$ cat src/rtl/dda_pkg.sv
package dda_pkg;

	typedef enum logic [1:0] {
		ST_IDLE,
		ST_DIV,
		ST_RUN
	} state_t;

	// controller -> datapath
	typedef struct packed {
		logic start;   // load endpoints, emit first pixel, arm divider
		logic div_en;  // one quotient bit per cycle
		logic adv;     // add increments, emit pixel
	} dda_cmd_t;

	// datapath -> controller
	typedef struct packed {
		logic zero_len;   // incoming endpoints are equal
		logic div_last;   // final divider iteration this cycle
		logic last_step;  // one step left on the current line
		logic out_full;   // output register holds a beat not taken this cycle
	} dda_sts_t;

endpackage

$ cat src/rtl/dda_ctrl.sv
module dda_ctrl
	import dda_pkg::*;
(
	input  logic     clk,
	input  logic     arst_n,
	input  logic     s_tvalid,
	input  logic     s_tuser,
	output logic     s_tready,
	input  dda_sts_t sts,
	output dda_cmd_t cmd
);

	state_t state_q, state_d;
	logic   acc;

	always_ff @(posedge clk or negedge arst_n) begin
		if (!arst_n) begin
			state_q <= ST_IDLE;
		end else begin
			state_q <= state_d;
		end
	end

	assign s_tready = (state_q != ST_DIV) && !sts.out_full;
	assign acc      = s_tvalid && s_tready;

	always_comb begin
		state_d    = state_q;
		cmd.start  = 1'b0;
		cmd.div_en = 1'b0;
		cmd.adv    = 1'b0;
		case (state_q)
			ST_IDLE: begin
				// step beats while idle are taken and dropped
				if (acc && s_tuser) begin
					cmd.start = 1'b1;
					state_d   = sts.zero_len ? ST_IDLE : ST_DIV;
				end
			end
			ST_DIV: begin
				cmd.div_en = 1'b1;
				if (sts.div_last) begin
					state_d = ST_RUN;
				end
			end
			ST_RUN: begin
				if (acc && s_tuser) begin
					cmd.start = 1'b1;
					state_d   = sts.zero_len ? ST_IDLE : ST_DIV;
				end else if (acc) begin
					cmd.adv = 1'b1;
					if (sts.last_step) begin
						state_d = ST_IDLE;
					end
				end
			end
			default: begin
				state_d = ST_IDLE;
			end
		endcase
	end

	a_div_stalls_input: assert property (@(posedge clk) disable iff (!arst_n)
		state_q == ST_DIV |-> !s_tready)
		else $error("input taken while divider busy");

	a_div_to_run: assert property (@(posedge clk) disable iff (!arst_n)
		state_q == ST_DIV && sts.div_last |=> state_q == ST_RUN)
		else $error("divider end did not enter run");

	a_start_divides: assert property (@(posedge clk) disable iff (!arst_n)
		cmd.start && !sts.zero_len |=> state_q == ST_DIV)
		else $error("nonzero line did not start divider");

	a_last_goes_idle: assert property (@(posedge clk) disable iff (!arst_n)
		cmd.adv && sts.last_step |=> state_q == ST_IDLE)
		else $error("line did not end after final step");

	a_one_cmd: assert property (@(posedge clk) disable iff (!arst_n)
		$onehot0({cmd.start, cmd.div_en, cmd.adv}))
		else $error("conflicting datapath commands");

endmodule

$ cat src/rtl/dda_dp.sv
module dda_dp
	import dda_pkg::*;
#(
	parameter int COORD_BITS = 10,
	parameter int FRAC_BITS  = 16
) (
	input  logic                    clk,
	input  logic                    arst_n,
	input  logic [4*COORD_BITS-1:0] ends,
	input  dda_cmd_t                cmd,
	output dda_sts_t                sts,
	input  logic                    out_ready,
	output logic                    out_valid,
	output logic [COORD_BITS-1:0]   pixel_x,
	output logic [COORD_BITS-1:0]   pixel_y,
	output logic                    out_last
);

	localparam int C  = COORD_BITS;
	localparam int P  = COORD_BITS + FRAC_BITS;
	localparam int CW = $clog2(P);

	logic [C-1:0] xs, ys, xe, ye;
	logic [C:0]   dx, dy;
	logic [C-1:0] mag_x, mag_y, steps;

	logic [P-1:0]  pos_x_q, pos_y_q;
	logic [P-1:0]  num_x_q, num_y_q;   // dividend in, quotient out
	logic [C-1:0]  rem_x_q, rem_y_q;
	logic          neg_x_q, neg_y_q;
	logic [C-1:0]  steps_q, left_q;
	logic [CW-1:0] cnt_q;

	logic [C:0]   trial_x, trial_y;
	logic         ge_x, ge_y;
	logic [C:0]   diff_x, diff_y;
	logic [P-1:0] inc_x, inc_y, nxt_x, nxt_y;

	logic         valid_q, last_q;
	logic [C-1:0] px_q, py_q;

	assign xs = ends[C-1:0];
	assign ys = ends[2*C-1:C];
	assign xe = ends[3*C-1:2*C];
	assign ye = ends[4*C-1:3*C];

	assign dx    = {1'b0, xe} - {1'b0, xs};
	assign dy    = {1'b0, ye} - {1'b0, ys};
	assign mag_x = dx[C] ? C'(-dx) : dx[C-1:0];
	assign mag_y = dy[C] ? C'(-dy) : dy[C-1:0];
	assign steps = (mag_x > mag_y) ? mag_x : mag_y;

	// restoring divider, one bit per cycle on each axis
	assign trial_x = {rem_x_q, num_x_q[P-1]};
	assign trial_y = {rem_y_q, num_y_q[P-1]};
	assign ge_x    = trial_x >= {1'b0, steps_q};
	assign ge_y    = trial_y >= {1'b0, steps_q};
	assign diff_x  = trial_x - {1'b0, steps_q};
	assign diff_y  = trial_y - {1'b0, steps_q};

	assign inc_x = neg_x_q ? (~num_x_q + P'(1)) : num_x_q;
	assign inc_y = neg_y_q ? (~num_y_q + P'(1)) : num_y_q;
	assign nxt_x = pos_x_q + inc_x;
	assign nxt_y = pos_y_q + inc_y;

	always_ff @(posedge clk or negedge arst_n) begin
		if (!arst_n) begin
			cnt_q   <= '0;
			valid_q <= 1'b0;
		end else begin
			if (cmd.start) begin
				cnt_q <= '0;
			end else if (cmd.div_en) begin
				cnt_q <= cnt_q + CW'(1);
			end
			if (cmd.start || cmd.adv) begin
				valid_q <= 1'b1;
			end else if (out_ready) begin
				valid_q <= 1'b0;
			end
		end
	end

	always_ff @(posedge clk) begin
		if (cmd.start) begin
			pos_x_q <= {xs, FRAC_BITS'(0)};
			pos_y_q <= {ys, FRAC_BITS'(0)};
			num_x_q <= {mag_x, FRAC_BITS'(0)};
			num_y_q <= {mag_y, FRAC_BITS'(0)};
			rem_x_q <= '0;
			rem_y_q <= '0;
			neg_x_q <= dx[C];
			neg_y_q <= dy[C];
			steps_q <= steps;
			left_q  <= steps;
			px_q    <= xs;
			py_q    <= ys;
			last_q  <= (steps == '0);
		end else if (cmd.div_en) begin
			num_x_q <= {num_x_q[P-2:0], ge_x};
			num_y_q <= {num_y_q[P-2:0], ge_y};
			rem_x_q <= ge_x ? diff_x[C-1:0] : trial_x[C-1:0];
			rem_y_q <= ge_y ? diff_y[C-1:0] : trial_y[C-1:0];
		end else if (cmd.adv) begin
			pos_x_q <= nxt_x;
			pos_y_q <= nxt_y;
			left_q  <= left_q - C'(1);
			px_q    <= nxt_x[P-1:FRAC_BITS];
			py_q    <= nxt_y[P-1:FRAC_BITS];
			last_q  <= (left_q == C'(1));
		end
	end

	assign sts.zero_len  = (steps == '0);
	assign sts.div_last  = (cnt_q == CW'(P - 1));
	assign sts.last_step = (left_q == C'(1));
	assign sts.out_full  = valid_q && !out_ready;

	assign out_valid = valid_q;
	assign pixel_x   = px_q;
	assign pixel_y   = py_q;
	assign out_last  = last_q;

endmodule

$ cat src/rtl/dda_line_rasterizer_top.sv
// Channel  Dir  Beat fields (lowest bit first)
// s_*      in   tuser: func | tdata: x_start, y_start, x_end, y_end
// m_*      out  tdata: pixel_x, pixel_y | tlast: last
//
// Start beat: accepted, first pixel leaves from the output register on the next cycle,
// then the input stalls while the bit-per-cycle restoring divider forms both increments.
// Zero-length lines skip the divider. Step beats while idle are dropped.
// Step beats: one per cycle while m_tready does not stall, one adder pass per pixel.
// Reset clears the state machine, output valid and divider count; no clearing pass.
// A held m_tready low stalls s_tready once the single output register is full.
module dda_line_rasterizer_top
	import dda_pkg::*;
#(
	parameter int COORD_BITS = 10,
	parameter int FRAC_BITS  = 16
) (
	input  logic                                   clk,
	input  logic                                   arst_n,
	input  logic                                   s_tvalid,
	output logic                                   s_tready,
	input  logic [((4*COORD_BITS+7)/8)*8-1:0]      s_tdata,  // x_start, y_start, x_end, y_end
	input  logic                                   s_tuser,  // func: 1 start, 0 step
	output logic                                   m_tvalid,
	input  logic                                   m_tready,
	output logic [((2*COORD_BITS+7)/8)*8-1:0]      m_tdata,  // pixel_x, pixel_y
	output logic                                   m_tlast   // final pixel of the line
);

	localparam int OUT_W = ((2*COORD_BITS+7)/8)*8;

	dda_cmd_t              cmd;
	dda_sts_t              sts;
	logic [COORD_BITS-1:0] pixel_x, pixel_y;

	// sequencer: idle / divide / run
	dda_ctrl u_ctrl (
		.clk      (clk),
		.arst_n   (arst_n),
		.s_tvalid (s_tvalid),
		.s_tuser  (s_tuser),
		.s_tready (s_tready),
		.sts      (sts),
		.cmd      (cmd)
	);

	// position registers, divider and output register
	dda_dp #(
		.COORD_BITS (COORD_BITS),
		.FRAC_BITS  (FRAC_BITS)
	) u_dp (
		.clk       (clk),
		.arst_n    (arst_n),
		.ends      (s_tdata[4*COORD_BITS-1:0]),
		.cmd       (cmd),
		.sts       (sts),
		.out_ready (m_tready),
		.out_valid (m_tvalid),
		.pixel_x   (pixel_x),
		.pixel_y   (pixel_y),
		.out_last  (m_tlast)
	);

	assign m_tdata = OUT_W'({pixel_y, pixel_x});

endmodule

$ cat config.mk
export PLATFORM = sky130hd
export DESIGN_NAME = dda_line_rasterizer_top
export DESIGN_NICKNAME = d
export VERILOG_FILES = /design/src/rtl/dda_pkg.sv /design/src/rtl/dda_ctrl.sv /design/src/rtl/dda_dp.sv /design/src/rtl/dda_line_rasterizer_top.sv
export SDC_FILE = /design/constraint.sdc
export NUM_CORES = 1
export LEC_CHECK = 0
export BUFFER_PORTS_ARGS = -buffer_cell sky130_fd_sc_hd__buf_2
export CAP_MARGIN = 20
export CORE_MARGIN = 5
export CORE_UTILIZATION = 40
export CTS_CLUSTER_SIZE = 16
export DETAILED_ROUTE_END_ITERATION = 7
export PLACE_DENSITY = 0.58
export SLEW_MARGIN = 20
export SYNTH_ARGS = -nofsm -noshare
export SYNTH_HDL_FRONTEND = slang
export SYNTH_SLANG_ARGS = --single-unit
$ cat constraint.sdc
create_clock -name clk -period 5.4 [get_ports clk]
set_clock_uncertainty 0.05 [all_clocks]
set_input_delay 0.54 -clock clk [delete_from_list [all_inputs] [get_ports clk]]
set_output_delay 0.54 -clock clk [all_outputs]
set_load 0.1 [all_outputs]
==> results.toml <==
[critical_path]
startpoint = "s_tdata[20]"
crit_path_cell_trace = "buf_2 > inv_1 > ha_1 > inv_1 > fa_1 > a211oi_2 > o21ba_2 > o311ai_0 > nor4_2 > a41oi_1 > xor2_1 > inv_1 > ha_1 > and4_1 > nand4_1 > o21ai_0 > a21oi_1 > buf_4 > mux2i_1 > o211ai_1 > nor4_2 > buf_4 > mux2_2"
rr_startpoint = "u_dp.num_x_q[6]$_SDFFE_PP0P_"
setup.worst_path.start_class = "input pin"
cp-endpoint = "u_dp.out_last$_DFFE_PP_"
cp.depth = 23
worst-path-buf-inv = 6
crit_path_max_incr_delay_ns = 0.46
reg2reg_to = "u_dp.pos_x_q[24]$_DFFE_PP_"
path_common_cell = "inv_1"
crit_arrival_ns = 5.26
required_ns = 5.65
path_class = "in2reg"
cp_max_fo = 12
rrSetupSlack_ns = 0.49
cpMaxStageDelayCell = "nor4_2"
worstRegToRegCells = 13
cp_top_family = "compound AO/OA/AOI/OAI gates"
end_kind = "flop"

[floorplan]
ioPinCount = 72
die-area_sq_mm = 0.0354
row_count = 65
coreArea_sq_mm = 0.0315
die_h_um = 188
fp.dieW_um = 188
initial_core_util = 0.403

[cts]
cts_buffers = 17
cts_setup_buffers = 0
clk_latency_ns = 0.44
cts_buffer_depth = 2
cts_tree = "built"
clkTransAtPathRegs_ns = 0.07
cts_root_buf = "clkbuf_16"
ctsHtreeMaxLevel = 4
cts_sinks = 175

[global_routing]
grt_pass1_vias = 10317
overflow = 0
antenna_found_initial = 0
grt_use_total = 0.178
grt_pass1_wl_um = 52200
grt_max_degree = 87

[synthesis]
seq_area_frac_synth = 0.344
syn-instance-count = 1482
yosys_warnings = 0
synth-adder-area-share = 0.116
synthMuxAreaShare = 0.0249
synth_top_family_by_area = "compound AO/OA/AOI/OAI gates"
synth_top_cell_area_share = 0.196
syn_area_per_cell_sq_um = 8.57
synth-compound-area-share = 0.218
synth_largest_area_cell = "edfxtp_1"
synth.area.top_cells = "edfxtp_1 20%, dfxtp_1 13%, ha_1 11%"
ys_top_cells_by_count = "193 x nand2_1, 158 x o21ai_0, 108 x a21oi_1, 108 x ha_1"
yosys.area_share.simple = 0.162
async_reset_ff_frac = 0.0457
synth-xor-area-share = 0.0897
synth_area_sq_mm = 0.0127
synth_edf_count = 83
yosys.cell_count.top_type = "nand2_1"
yosys_most_used_dff = "dfxtp_1"
ys_types = 67
ys_ff_latch = 175

[run_status]
status = "completed"

[sta]
rsz0062_at_grt = "no"
min_period_over_period = 0.927
maxClockFrequency_mhz = 200
report.final.slew_viol_count = 0
worst_pin_slew_ns = 1.02
fin_crit_ns = 5.01
slew_headroom = 0.320
timing.final.hold_violations = 0
finalSetupViolations = 0

[power]
leakage_nw = 6.06
total_power_mw = 7.45
power_density_mw_per_mm2 = 526
seqPwrFrac = 0.301
swShare = 0.440
ir_drop_mv = 0.250
combPwrFrac = 0.541
p_sw_mw = 3.28
clkPwrFrac = 0.158
p_int_mw = 4.17

[detailed_routing]
drc_errors = 0
wl_per_cell_um = 16.2
via_per_inst = 5.47
dr.pass1.iters = 5
vias = 10720
ant_nets = 0
drt_iter0_drc = 801
routed_wl_um = 31700

[placed_design]
placed_cells_incl_taps = 1928
gp_congestion = 0.869
io_buffers = 67
hpwl_um = 23500

[finish]
drive_gt1_frac = 0.102
nFillCells = 3049
layout.cells.non_filler = 1961
n_antenna_cell = 0
area_growth_pct = 11.6
num-nets-final = 1705

[hold_path]
hold_path_class = "in2reg"

[flow_run]
max-cap-violations = 0
-- repair_timing --
item / CTS / global route
hold buffers: 1 / 0
endpoints found under the setup margin: 0 / 2
resized for setup: 0 / 4
hold endpoints to repair: 8 / 0
-- metal layers --
metal	track usage	share of wire	wire length (um)
met1	0.246	0.49	15600
met3	0.0265	0.032	1010
met2	0.288	0.45	14400
met5	0	0	0
met4	0.0573	0.021	675
-- how the worst min path moves through the flow --
stage / from / depth (start not counted) / slack (ns) / endpoint
floorplan: arst_n / 0 / 0.19 / u_ctrl.state_q[0]$_DFFE_PN0P_
global placement: arst_n / 1 / 0.36 / u_dp.out_valid$_DFFE_PN0P_
detailed placement: arst_n / 1 / 0.35 / u_dp.out_valid$_DFFE_PN0P_
CTS: m_tready / 3 / 0.33 / u_dp.out_valid$_DFFE_PN0P_
global route: m_tready / 3 / 0.34 / u_dp.out_valid$_DFFE_PN0P_
finish: m_tready / 3 / 0.34 / u_dp.out_valid$_DFFE_PN0P_
-- sequential cells by signal, summed over array words and instances (netlist names), 2 cells and up --
name / count
u_dp.num_x_q: 26
u_dp.num_y_q: 26
u_dp.pos_x_q: 26
u_dp.pos_y_q: 26
u_dp.left_q: 10
u_dp.pixel_x: 10
u_dp.pixel_y: 10
u_dp.rem_x_q: 10
u_dp.rem_y_q: 10
u_dp.steps_q: 10
u_dp.cnt_q: 5
u_ctrl.state_q: 2
-- power groups by stage --
stage               registers (mW)  clock network [mW]  logic [mW]
detailed placement            2.27                   0        4.02
global placement              2.27                   0        3.95
floorplan                     2.29                   0        3.01
global route                  2.30                1.27        4.56
finish                        2.24                1.17        4.04
CTS                           2.24                1.21        4.05
-- cell type report --
type                    count  area (sq um)  area share
well taps                 402           503      0.0355
inverters                  84           318      0.0224
clock buffers              20           468      0.0330
multi-input cells        1165          7820       0.552
flip-flops and latches    175          4370       0.309
clock inverters            12          82.6     0.00582
repair buffers            103           612      0.0432
-- placed cells by master, fill, tap and decap left out, drive strengths merged, types with 18 or more instances in the layout --
cell / count
buf: 102
nor2: 70
nand3: 40
o31ai: 20
nand2b: 19
nor3: 21
clkbuf: 20
nand2: 193
a21oi: 108
o21ai: 160
dfxtp: 84
edfxtp: 83
mux2i: 26
inv: 90
ha: 108
a21o: 46
xor2: 46
a211oi: 18
xnor2: 84
-- stage by stage --
| stage | hold slack (ns) | area (sq um) | setup WS [ns] | utilization | TNS (ns) |
|---|---|---|---|---|---|
| finish | 0.343 | 14200 | 0.394 | 0.450 | 0 |
| global placement | 0.355 | 13600 | -0.0696 | 0.432 | -0.0931 |
| CTS | 0.326 | 14200 | 0.126 | 0.450 | 0 |
| floorplan | 0.194 | 12700 | 0.348 | - | 0 |
| global route | 0.345 | 14200 | 0.00820 | 0.450 | 0 |
| detailed placement | 0.353 | 13600 | -0.325 | 0.432 | -0.597 |
-- logic make-up after synthesis --
kind of cell	count (synthesis)
muxes	31
adders and majority gates	114
other	1
xor gates and xnor gates	130
buffers and inverters	145
DFF	175
AOI/OAI and AO/OA	450
and+or+nand+nor	436
-- worst reg2reg max path, stage by stage, from the launching register on --
cell and delay [ns]:
dfxtp_1 0.38, or4_1 0.56, or4_1 0.45, or2_1 0.28, or3_1 0.37, or2_1 0.26
or4_4 0.53, o21ai_2 0.14, xnor2_1 0.13, ha_1 0.33, and4_1 0.23, a221oi_1 0.35
xor2_1 0.34, o21ai_0 0.22
No activity file was read; power rests on OpenSTA's default activity.
